**src/rtl/pif_pkg.sv**
```systemverilog
// Shared types and constants for the integer field formatter.
`timescale 1ns / 1ps
package pif_pkg;

	localparam logic [2:0] CONV_SDEC  = 3'd0;
	localparam logic [2:0] CONV_UDEC  = 3'd1;
	localparam logic [2:0] CONV_OCT   = 3'd2;
	localparam logic [2:0] CONV_HEXL  = 3'd3;
	localparam logic [2:0] CONV_HEXU  = 3'd4;

	localparam logic [2:0] LMOD_INT    = 3'd0;
	localparam logic [2:0] LMOD_CHAR   = 3'd1;
	localparam logic [2:0] LMOD_SHORT  = 3'd2;
	localparam logic [2:0] LMOD_LONG   = 3'd3;
	localparam logic [2:0] LMOD_LLONG  = 3'd4;
	localparam logic [2:0] LMOD_INTMAX = 3'd5;
	localparam logic [2:0] LMOD_SIZE   = 3'd6;

	// Decimal digits needed for any 64-bit magnitude.
	localparam int NDEC = 20;

	localparam logic [7:0] CH_SPACE = 8'd32;
	localparam logic [7:0] CH_PLUS  = 8'd43;
	localparam logic [7:0] CH_MINUS = 8'd45;
	localparam logic [7:0] CH_ZERO  = 8'd48;
	localparam logic [7:0] CH_LX    = 8'd120;
	localparam logic [7:0] CH_UX    = 8'd88;
	localparam logic [7:0] CH_LA_OFS = 8'd87;
	localparam logic [7:0] CH_UA_OFS = 8'd55;

	typedef struct packed {
		logic [63:0] value;
		logic [2:0]  conversion;
		logic [2:0]  length_mod;
		logic        left_align;
		logic        force_sign;
		logic        space_sign;
		logic        zero_pad;
		logic        alt_form;
		logic [5:0]  field_width;
		logic        has_precision;
		logic [5:0]  precision_value;
	} pif_in_t;

	typedef struct packed {
		logic [7:0] out_char;
		logic       out_last;
	} pif_out_t;

	// Controller to datapath.
	typedef struct packed {
		logic load;      // capture a new argument
		logic conv_step; // one shift of the binary to decimal conversion
		logic count;     // count the digits to print
		logic plan;      // compute the field layout
		logic emit;      // present the next character
	} pif_cmd_t;

	// Datapath to controller.
	typedef struct packed {
		logic conv_last; // the current step finishes the conversion
		logic field_end; // the character now presented is the last one
		logic empty;     // the field has no characters
	} pif_sts_t;

	function automatic logic [7:0] digit_char(input logic [3:0] d, input logic upper);
		logic [7:0] r;
		begin
			if (d < 4'd10) r = CH_ZERO + {4'd0, d};
			else if (upper) r = CH_UA_OFS + {4'd0, d};
			else r = CH_LA_OFS + {4'd0, d};
			return r;
		end
	endfunction

endpackage

```
**src/rtl/pif_datapath.sv**
```systemverilog
// Datapath of the integer field formatter: digit conversion, layout, emission.
`timescale 1ns / 1ps
module pif_datapath #(
	parameter int MAX_DIGITS = 22,
	parameter int MAX_WIDTH  = 40
) (
	input  logic              clk,
	input  logic              arst_n,
	input  pif_pkg::pif_in_t  in_word,
	input  pif_pkg::pif_cmd_t cmd,
	output pif_pkg::pif_sts_t sts,
	output logic [7:0]        char_out
);
	import pif_pkg::*;

	localparam int DW = $clog2(MAX_DIGITS + 1);
	localparam int IW = $clog2(MAX_DIGITS);
	localparam int WW = $clog2(MAX_WIDTH + 1);
	localparam int CW = WW + 2;

	logic [63:0] mag_q;     // magnitude after truncation and sign removal
	logic [63:0] sh_q;      // bits still to be shifted into the decimal register
	logic [4*NDEC-1:0] bcd_q;
	logic [5:0]  step_q;
	logic        upper_q, left_q, zflag_q, hasp_q, alt_q, oct_q, hex_q;
	logic [7:0]  sign_q;
	logic [WW-1:0] width_q, prec_q;
	logic [DW-1:0] nd_q;
	logic [CW-1:0] pad_q, zeros_q, prefix_q, signc_q;
	logic [DW-1:0] left_digs_q;
	logic [CW-1:0] trail_q;

	// Argument decode on load.
	logic [63:0] tv;
	logic [WW-1:0] w_cl, p_cl;
	logic [2:0] cv;
	logic [7:0] sg;
	always_comb begin
		cv = (in_word.conversion > CONV_HEXU) ? CONV_UDEC : in_word.conversion;
		tv = in_word.value;
		unique case (in_word.length_mod)
			LMOD_INT:   tv = (cv == CONV_SDEC) ? {{32{tv[31]}}, tv[31:0]} : {32'd0, tv[31:0]};
			LMOD_CHAR:  tv = (cv == CONV_SDEC) ? {{56{tv[7]}}, tv[7:0]} : {56'd0, tv[7:0]};
			LMOD_SHORT: tv = (cv == CONV_SDEC) ? {{48{tv[15]}}, tv[15:0]} : {48'd0, tv[15:0]};
			default:    tv = in_word.value;
		endcase
		sg = 8'd0;
		if (cv == CONV_SDEC) begin
			if (tv[63]) begin
				sg = CH_MINUS;
				tv = 64'd0 - tv;
			end else if (in_word.force_sign) sg = CH_PLUS;
			else if (in_word.space_sign) sg = CH_SPACE;
		end
		w_cl = ({2'd0, in_word.field_width} > 8'(MAX_WIDTH)) ? WW'(MAX_WIDTH)
			: WW'(in_word.field_width);
		p_cl = ({2'd0, in_word.precision_value} > 8'(MAX_WIDTH)) ? WW'(MAX_WIDTH)
			: WW'(in_word.precision_value);
	end

	// Shift-and-add-3 conversion: each decimal digit of five or more gets 3
	// added before the next magnitude bit is shifted in.
	logic [4*NDEC-1:0] bcd_adj;
	always_comb begin
		for (int i = 0; i < NDEC; i++) begin
			bcd_adj[4*i +: 4] = (bcd_q[4*i +: 4] >= 4'd5) ? bcd_q[4*i +: 4] + 4'd3
				: bcd_q[4*i +: 4];
		end
	end

	// Digit string, least significant first. Octal and hex digits are plain
	// slices of the magnitude.
	logic [3:0] digs [MAX_DIGITS];
	always_comb begin
		for (int i = 0; i < MAX_DIGITS; i++) begin
			if (hex_q) digs[i] = 4'(mag_q >> (4 * i));
			else if (oct_q) digs[i] = {1'b0, 3'(mag_q >> (3 * i))};
			else digs[i] = 4'(bcd_q >> (4 * i));
		end
	end

	// Printed digit count: up to the highest nonzero digit, at least one,
	// and none for a zero value with precision zero.
	logic [DW-1:0] nd_c;
	always_comb begin
		nd_c = DW'(1);
		for (int i = 1; i < MAX_DIGITS; i++) begin
			if (digs[i] != 4'd0) nd_c = DW'(i + 1);
		end
		if (hasp_q && prec_q == '0 && mag_q == 64'd0) nd_c = '0;
	end

	// Layout from the finished digit string.
	logic [CW-1:0] z0, pf, tot, zf, pd;
	always_comb begin
		z0 = (hasp_q && CW'(prec_q) > CW'(nd_q)) ? CW'(prec_q) - CW'(nd_q) : '0;
		if (oct_q && alt_q && z0 == '0
			&& (nd_q == '0 || digs[IW'(nd_q - DW'(1))] != 4'd0))
			z0 = CW'(1);
		pf = (hex_q && alt_q && mag_q != 64'd0) ? CW'(2) : '0;
		tot = CW'(sign_q != 8'd0) + pf + z0 + CW'(nd_q);
		zf = z0;
		if (zflag_q && !left_q && !hasp_q && CW'(width_q) > tot) begin
			zf = z0 + CW'(width_q) - tot;
			tot = CW'(width_q);
		end
		pd = (CW'(width_q) > tot) ? CW'(width_q) - tot : '0;
	end

	always_ff @(posedge clk or negedge arst_n) begin
		if (!arst_n) begin
			mag_q   <= '0;
			sh_q    <= '0;
			bcd_q   <= '0;
			step_q  <= '0;
			upper_q <= 1'b0;
			oct_q   <= 1'b0;
			hex_q   <= 1'b0;
			left_q  <= 1'b0;
			zflag_q <= 1'b0;
			hasp_q  <= 1'b0;
			alt_q   <= 1'b0;
			sign_q  <= '0;
			width_q <= '0;
			prec_q  <= '0;
			nd_q    <= '0;
			pad_q   <= '0;
			trail_q <= '0;
			signc_q <= '0;
			prefix_q <= '0;
			zeros_q <= '0;
			left_digs_q <= '0;
		end else if (cmd.load) begin
			mag_q   <= tv;
			sh_q    <= tv;
			bcd_q   <= '0;
			step_q  <= '0;
			upper_q <= cv == CONV_HEXU;
			oct_q   <= cv == CONV_OCT;
			hex_q   <= cv >= CONV_HEXL;
			left_q  <= in_word.left_align;
			zflag_q <= in_word.zero_pad;
			hasp_q  <= in_word.has_precision;
			alt_q   <= in_word.alt_form;
			sign_q  <= sg;
			width_q <= w_cl;
			prec_q  <= p_cl;
			nd_q    <= '0;
		end else if (cmd.conv_step) begin
			bcd_q  <= {bcd_adj[4*NDEC-2:0], sh_q[63]};
			sh_q   <= {sh_q[62:0], 1'b0};
			step_q <= step_q + 6'd1;
		end else if (cmd.count) begin
			nd_q <= nd_c;
		end else if (cmd.plan) begin
			pad_q   <= left_q ? '0 : pd;
			trail_q <= left_q ? pd : '0;
			signc_q <= CW'(sign_q != 8'd0);
			prefix_q <= pf;
			zeros_q <= zf;
			left_digs_q <= nd_q;
		end else if (cmd.emit) begin
			if (pad_q != '0) pad_q <= pad_q - CW'(1);
			else if (signc_q != '0) signc_q <= '0;
			else if (prefix_q != '0) prefix_q <= prefix_q - CW'(1);
			else if (zeros_q != '0) zeros_q <= zeros_q - CW'(1);
			else if (left_digs_q != '0) left_digs_q <= left_digs_q - DW'(1);
			else if (trail_q != '0) trail_q <= trail_q - CW'(1);
		end
	end

	always_comb begin
		if (pad_q != '0) char_out = CH_SPACE;
		else if (signc_q != '0) char_out = sign_q;
		else if (prefix_q == CW'(2)) char_out = CH_ZERO;
		else if (prefix_q != '0) char_out = upper_q ? CH_UX : CH_LX;
		else if (zeros_q != '0) char_out = CH_ZERO;
		else if (left_digs_q != '0)
			char_out = digit_char(digs[IW'(left_digs_q - DW'(1))], upper_q);
		else char_out = CH_SPACE;
	end

	logic [CW+1:0] remaining;
	assign remaining = (CW+2)'(pad_q) + (CW+2)'(signc_q) + (CW+2)'(prefix_q)
		+ (CW+2)'(zeros_q) + (CW+2)'(left_digs_q) + (CW+2)'(trail_q);

	assign sts.conv_last = step_q == 6'd63;
	assign sts.field_end = remaining == (CW+2)'(1);
	assign sts.empty     = remaining == '0;
endmodule

```
**src/rtl/pif_control.sv**
```systemverilog
// Controller state machine of the integer field formatter.
`timescale 1ns / 1ps
module pif_control (
	input  logic              clk,
	input  logic              arst_n,
	input  logic              in_valid,
	output logic              in_stall,
	output logic              out_valid,
	input  logic              out_stall,
	output logic              out_last,
	input  pif_pkg::pif_sts_t sts,
	output pif_pkg::pif_cmd_t cmd
);
	import pif_pkg::*;

	localparam logic [2:0] ST_IDLE = 3'd0;
	localparam logic [2:0] ST_CONV = 3'd1;
	localparam logic [2:0] ST_CNT  = 3'd2;
	localparam logic [2:0] ST_PLAN = 3'd3;
	localparam logic [2:0] ST_CHK  = 3'd4;
	localparam logic [2:0] ST_EMIT = 3'd5;

	logic [2:0] state_q;

	assign in_stall  = state_q != ST_IDLE;
	assign out_valid = state_q == ST_EMIT;
	assign out_last  = sts.field_end;

	always_comb begin
		cmd = '0;
		cmd.load      = state_q == ST_IDLE && in_valid;
		cmd.conv_step = state_q == ST_CONV;
		cmd.count     = state_q == ST_CNT;
		cmd.plan      = state_q == ST_PLAN;
		cmd.emit      = state_q == ST_EMIT && !out_stall;
	end

	always_ff @(posedge clk or negedge arst_n) begin
		if (!arst_n) begin
			state_q <= ST_IDLE;
		end else begin
			unique case (state_q)
				ST_IDLE: if (in_valid) state_q <= ST_CONV;
				ST_CONV: if (sts.conv_last) state_q <= ST_CNT;
				ST_CNT: state_q <= ST_PLAN;
				ST_PLAN: state_q <= ST_CHK;
				ST_CHK: state_q <= sts.empty ? ST_IDLE : ST_EMIT;
				ST_EMIT: if (!out_stall && sts.field_end) state_q <= ST_IDLE;
				default: state_q <= ST_IDLE;
			endcase
		end
	end
endmodule

```
**src/rtl/printf_integer_formatter.sv**
```systemverilog
// Top level of the printf-style integer field formatter.
// Sequence: conversion steps, then the digit count, layout and check states; after the
// check state the characters follow, one per cycle while out_stall is low.
// One argument at a time: in_stall stays high until the whole field has been emitted.
// A field with no characters ends in the check state without any output word.
// Reset (arst_n low) returns the controller to idle and clears the datapath at once.
`timescale 1ns / 1ps
module printf_integer_formatter #(
	parameter int MAX_DIGITS = 22,
	parameter int MAX_WIDTH  = 40
) (
	input  logic              clk,
	input  logic              arst_n,
	input  logic              in_valid,
	output logic              in_stall,
	input  pif_pkg::pif_in_t  in_data,
	output logic              out_valid,
	input  logic              out_stall,
	output pif_pkg::pif_out_t out_data
);
	import pif_pkg::*;

	pif_cmd_t   cmd;
	pif_sts_t   sts;
	logic [7:0] ch;
	logic       last;

	// The datapath holds the argument, the digit string and the emission counters.
	pif_datapath #(.MAX_DIGITS(MAX_DIGITS), .MAX_WIDTH(MAX_WIDTH)) u_dp (
		.clk(clk), .arst_n(arst_n), .in_word(in_data), .cmd(cmd), .sts(sts), .char_out(ch)
	);

	// The controller sequences conversion, layout and character output.
	pif_control u_ctl (
		.clk(clk), .arst_n(arst_n), .in_valid(in_valid), .in_stall(in_stall),
		.out_valid(out_valid), .out_stall(out_stall), .out_last(last), .sts(sts), .cmd(cmd)
	);

	assign out_data.out_char = ch;
	assign out_data.out_last = last;
endmodule

```
**config.mk**
```make
export PLATFORM = sky130hd
export DESIGN_NAME = printf_integer_formatter
export DESIGN_NICKNAME = d
export VERILOG_FILES = /design/src/rtl/pif_pkg.sv /design/src/rtl/pif_datapath.sv /design/src/rtl/pif_control.sv /design/src/rtl/printf_integer_formatter.sv
export SDC_FILE = /design/constraint.sdc
export NUM_CORES = 1
export LEC_CHECK = 0
export BUFFER_PORTS_ARGS = -buffer_cell sky130_fd_sc_hd__buf_2
export CAP_MARGIN = 30
export CORE_ASPECT_RATIO = 0.5
export CORE_UTILIZATION = 43
export CTS_BUF_LIST = sky130_fd_sc_hd__clkbuf_4
export DETAILED_ROUTE_END_ITERATION = 12
export PLACE_DENSITY = 0.63
export SETUP_SLACK_MARGIN = 0.02
export SYNTH_ARGS = -nofsm -noshare
export SYNTH_HDL_FRONTEND = slang
export SYNTH_HIERARCHICAL = 1
export SYNTH_SLANG_ARGS = --single-unit
```
**constraint.sdc**
```tcl
create_clock -name clk -period 21 [get_ports clk]
set_clock_uncertainty 0.2 [all_clocks]
set_input_delay 0 -clock clk [delete_from_list [all_inputs] [get_ports clk]]
set_output_delay 0 -clock clk [all_outputs]
set_load 0.02 [all_outputs]
```
==> report_table.html <==
<table>
<tr><th>Metric</th><th>Value</th></tr>
<tr><th colspan="2">Run status</th></tr>
<tr><td>Result of the run</td><td>complete, no violations</td></tr>
<tr><th colspan="2">Critical path</th></tr>
<tr><td>Req. time, crit path</td><td>21.50 ns</td></tr>
<tr><td>Family with the most delay on the worst path</td><td>compound AO/OA/AOI/OAI gates</td></tr>
<tr><td>Count of buffer and inverter cells on the critical path</td><td>6</td></tr>
<tr><td>Number of cells traversed by the worst register-to-register path</td><td>36</td></tr>
<tr><td>Worst stage delay on the critical path</td><td>0.69 ns</td></tr>
<tr><td>Slowest cell on the critical path</td><td>sky130_fd_sc_hd__buf_4</td></tr>
<tr><td>Startpoint type of the worst setup path</td><td>flip-flop</td></tr>
<tr><td>Source of the worst register-to-register timing path</td><td>u_dp/hex_q</td></tr>
<tr><td>Register-to-Register Setup Slack</td><td>12.08 ns</td></tr>
<tr><td>Data arrival time at the worst-slack endpoint</td><td>roughly 9.4 ns</td></tr>
<tr><td>Worst Path Class, Setup</td><td>flip-flop to flip-flop</td></tr>
<tr><td>Crit path capture type</td><td>flip-flop</td></tr>
<tr><td>Peak fanout along the critical path</td><td>96</td></tr>
<tr><td>End of the worst register-to-register path</td><td>u_dp/pad_q[0]</td></tr>
<tr><th colspan="2">Routing</th></tr>
<tr><td>Mean routed wirelength per cell</td><td>between 15 and 20 um</td></tr>
<tr><td>Met3 wirelength from detailed routing</td><td>4.883 mm</td></tr>
<tr><td>DRC violations left</td><td>0</td></tr>
<tr><td>Post-DRT Antenna Nets</td><td>0</td></tr>
<tr><td>Number of design-rule violations left by the first detailed-router iteration</td><td>approximately 2100</td></tr>
<tr><td>Top routing layer in use</td><td>met4</td></tr>
<tr><td>Via/cell ratio</td><td>approximately 5.8</td></tr>
<tr><td>Sum of routed wire segments on met1</td><td>31.16 mm</td></tr>
<tr><td>Met2 routed wirelength</td><td>32.81 mm</td></tr>
<tr><td>Overall via count from detail_route</td><td>20790</td></tr>
<tr><td>Total length of routed wires</td><td>70.24 mm</td></tr>
<tr><td>First-pass iteration count of the detailed router</td><td>5</td></tr>
<tr><th colspan="2">Clocking</th></tr>
<tr><td>Clock H-tree levels</td><td>3</td></tr>
<tr><td>Root buffer cell</td><td>sky130_fd_sc_hd__clkbuf_4</td></tr>
<tr><td>Clock insertion delay at the later pin of the skew report</td><td>0.79 ns</td></tr>
<tr><td>Post-cts sizing count</td><td>0</td></tr>
<tr><td>Number of CTS-inserted buffers</td><td>74</td></tr>
<tr><td>Register clock-pin slew on the reported worst setup and hold paths</td><td>roughly 0.07 ns</td></tr>
<tr><td>Clock Sinks</td><td>283</td></tr>
<tr><td>Clock tree from TritonCTS</td><td>done</td></tr>
<tr><td>Clock Path Buffers</td><td>3</td></tr>
<tr><th colspan="2">Power</th></tr>
<tr><td>VDD IR max</td><td>0.06885 mV</td></tr>
<tr><td>PD cells</td><td>between 100 and 150 nW/um^2</td></tr>
<tr><td>Leakage power of the design</td><td>10.97 nW</td></tr>
<tr><th colspan="2">Timing</th></tr>
<tr><td>Pins Over Slew Limit</td><td>0</td></tr>
<tr><td>Count of final setup violators</td><td>0</td></tr>
<tr><td>Maximum clock rate</td><td>between 0.1 and 0.15 GHz</td></tr>
<tr><td>Setup repair after global routing missed its margin</td><td>false</td></tr>
<tr><td>Transition time at the pin with the least slew margin</td><td>between 1 and 1.5 ns</td></tr>
<tr><td>Count of endpoints failing hold in the final timing report</td><td>0</td></tr>
<tr><td>Period minus WS final</td><td>8.925 ns</td></tr>
<tr><td>Total negative slack</td><td>0 ns</td></tr>
<tr><td>Worst slew margin relative to its limit</td><td>0.2853</td></tr>
<tr><td>Final worst path period share</td><td>0.4250</td></tr>
<tr><th colspan="2">Logic synthesis</th></tr>
<tr><td>Count of flip-flops with a built-in enable after synthesis</td><td>0</td></tr>
<tr><td>Number of warnings printed during yosys synthesis</td><td>6</td></tr>
<tr><td>Number of register bits inferred by synthesis</td><td>approximately 280</td></tr>
<tr><td>Syn Nets</td><td>2796</td></tr>
<tr><td>Proportion of register bits with asynchronous set or reset after synthesis</td><td>1.000</td></tr>
<tr><td>Most used flip-flop cell after synthesis</td><td>sky130_fd_sc_hd__dfrtp_1</td></tr>
<tr><td>Sequential share of the synthesized area</td><td>0.3222</td></tr>
<tr><td>Portion of synthesized cell area occupied by the leading cell type</td><td>0.3222</td></tr>
<tr><td>Number of unique standard cell types used by synthesis</td><td>101</td></tr>
<tr><td>Cell count after synthesis</td><td>2572</td></tr>
<tr><td>Mean area per synthesized cell</td><td>8.547 um^2</td></tr>
<tr><td>Cell type with the highest aggregate area in the netlist</td><td>sky130_fd_sc_hd__dfrtp_1</td></tr>
<tr><td>Total standard cell area after synthesis</td><td>21980 um^2</td></tr>
<tr><td>Largest cells by area after synthesis</td><td>sky130_fd_sc_hd__dfrtp_1, sky130_fd_sc_hd__mux2i_1, sky130_fd_sc_hd__o21ai_0</td></tr>
<tr><th colspan="2">Worst hold path</th></tr>
<tr><td>Start point of the worst hold path</td><td>in_data[32]</td></tr>
<tr><td>Endpoint of the worst hold path</td><td>u_dp/mag_q[8]</td></tr>
<tr><td>Depth of the worst hold-timing path</td><td>6</td></tr>
<tr><td>Tightest Hold Check Type</td><td>input pin to flip-flop</td></tr>
<tr><th colspan="2">Layout</th></tr>
<tr><td>Filler Cells Inserted</td><td>4727</td></tr>
<tr><td>Synthesis-to-layout area growth</td><td>18.16%</td></tr>
<tr><td>Number of standard cells in the final layout excluding fillers</td><td>3584</td></tr>
<tr><td>Most common cell after layout, fill and taps aside</td><td>sky130_fd_sc_hd__dfrtp_1</td></tr>
<tr><td>Share of cells above drive strength 1</td><td>0.1231</td></tr>
<tr><td>Number of nets in the layout</td><td>roughly 3100</td></tr>
<tr><td>Commonest cells after routing, fill and taps aside</td><td>sky130_fd_sc_hd__dfrtp_1, sky130_fd_sc_hd__o21ai_0, sky130_fd_sc_hd__a21oi_1</td></tr>
<tr><th colspan="2">Floorplan</th></tr>
<tr><td>Std cell rows</td><td>just under 60</td></tr>
<tr><td>Core outline area</td><td>50360 um^2</td></tr>
<tr><td>I/O pins</td><td>103</td></tr>
<tr><td>Vertical die dimension</td><td>161.9 um</td></tr>
<tr><td>Die area</td><td>52090 um^2</td></tr>
<tr><td>Horizontal extent of the die</td><td>321.8 um</td></tr>
<tr><td>Effective utilization at floorplan</td><td>0.4365</td></tr>
<tr><th colspan="2">Global routing</th></tr>
<tr><td>Wire length of the first global-routing pass</td><td>approximately 110 mm</td></tr>
<tr><td>Vias in the first global route</td><td>19851</td></tr>
<tr><td>Antenna violations before repair</td><td>1</td></tr>
<tr><td>GRT Residual Overflow</td><td>0</td></tr>
<tr><td>GRT Total Usage</td><td>0.2670</td></tr>
<tr><td>Pin count of the biggest net entering global routing</td><td>147</td></tr>
<tr><th colspan="2">Placed design</th></tr>
<tr><td>Port Buffers</td><td>101</td></tr>
<tr><td>Total instance count after detailed placement</td><td>3247</td></tr>
<tr><td>Weighted congestion at the end of routability-driven global placement</td><td>0.9792</td></tr>
<tr><td>Placed wire-length estimate after detailed placement</td><td>48.78 mm</td></tr>
<tr><th colspan="2">Run</th></tr>
<tr><td>Maximum capacitance violations</td><td>0</td></tr>
</table>
## registers in the layout, indices dropped and copies added, names as in the netlist
register          cells
u_dp/bcd_q           80
u_dp/mag_q           64
u_dp/sh_q            64
u_dp/pad_q            8
u_dp/prefix_q         8
u_dp/trail_q          8
u_dp/zeros_q          8
u_dp/prec_q           6
u_dp/step_q           6
u_dp/width_q          6
u_dp/left_digs_q      5
u_dp/nd_q             5
u_dp/sign_q           4
u_ctl/state_q         3
u_dp/alt_q            1
u_dp/hasp_q           1
u_dp/hex_q            1
u_dp/left_q           1
u_dp/oct_q            1
u_dp/signc_q          1
u_dp/upper_q          1
u_dp/zflag_q          1
## stage by stage
step | hold slack [ns] | setup slack, ns | total power [mW] | utilization | instance area [um^2]
2_1_floorplan | -0.4956 | 13.55 | 2.543 | - | 21980
3_3_place_gp | -0.1623 | 12.47 | 3.040 | 0.4552 | 22920
3_5_place_dp | -0.1630 | 12.30 | 3.085 | 0.4558 | 22960
4_1_cts | 0.02267 | 12.31 | 3.630 | 0.5157 | 25970
5_1_grt | 0.1057 | 11.51 | 3.971 | 0.5157 | 25970
6_report | 0.1172 | 12.08 | 3.647 | 0.5157 | 25970
## worst max path at each step
stage / to / from / cells after the start / slack (ns)
CTS: u_dp/pad_q[0] / u_dp/hex_q / 36 / 12.31
finish: u_dp/pad_q[0] / u_dp/hex_q / 36 / 12.08
detailed placement: u_dp/pad_q[0] / u_dp/hex_q / 36 / 12.30
global route: u_dp/pad_q[0] / u_dp/hex_q / 36 / 11.51
global placement: u_dp/pad_q[0] / u_dp/hex_q / 36 / 12.47
floorplan: u_dp/pad_q[0] / u_dp/nd_q[1] / 37 / 13.55
## cells by family after synthesis
family / after synthesis / share of synthesized area
AO/OA/AOI/OAI: 726 / 0.1986
multiplexers: 195 / 0.1070
flip-flops: 283 / 0.3222
adder cells (fa/ha/maj): 133 / 0.08657
AND/OR/NAND/NOR: 835 / 0.1866
buffers and inverters: 287 / 0.05430
other: 1 / 0.0001706
XOR/XNOR: 112 / 0.04462
## power by group
group / leakage, nW / internal [mW] / switching [mW]
clock: 0.540 / 0.237 / 0.240
sequential: 3.46 / 0.776 / 0.337
combinational: 6.96 / 0.916 / 1.14
## layout make-up
cell class | count | area (um^2) | share of cell area
diodes | 1 | 2.502 | 0.00009634
inverters | 145 | 544.3 | 0.02095
repair buffers | 337 | 2860 | 0.1101
multi-input cells | 2002 | 13720 | 0.5283
well taps | 690 | 863.3 | 0.03324
clock buffers | 109 | 818.3 | 0.03150
clock inverters | 17 | 76.32 | 0.002938
flip-flops and latches | 283 | 7087 | 0.2728
## layer usage
layer,up-vias,global-route usage
li1,9775,-
met1,10100,0.3643
met2,789,0.4359
met3,126,0.05087
met4,0,0.06753
met5,-,0
## worst reg2reg max path, delay by kind of cell, from the launching register on
family	cells	cell delay (ns)
AOI/OAI and AO/OA	17	3.33
buffers and inverters	6	2.13
adders and majority gates	6	1.91
and+or+nand+nor	6	0.72
DFF	1	0.34
xor gates and xnor gates	1	0.28
## what timing repair did
item                                   in CTS  in global routing
setup buffers                               0                  0
endpoints found under the hold margin     443                  0
hold buffers                              210                  0
## synthesized netlist by cell type, types with 55 or more instances
cell                       instances
sky130_fd_sc_hd__dfrtp_1         283
sky130_fd_sc_hd__o21ai_0         253
sky130_fd_sc_hd__a21oi_1         235
sky130_fd_sc_hd__nor2_1          229
sky130_fd_sc_hd__nand2_1         220
sky130_fd_sc_hd__inv_1           143
sky130_fd_sc_hd__mux2i_1         127
sky130_fd_sc_hd__ha_1            100
sky130_fd_sc_hd__clkbuf_1         85
sky130_fd_sc_hd__nor3_1           72
sky130_fd_sc_hd__nand3_1          70
sky130_fd_sc_hd__xnor2_1          57
sky130_fd_sc_hd__xor2_1           55
No activity file was read; power rests on OpenSTA's default activity.
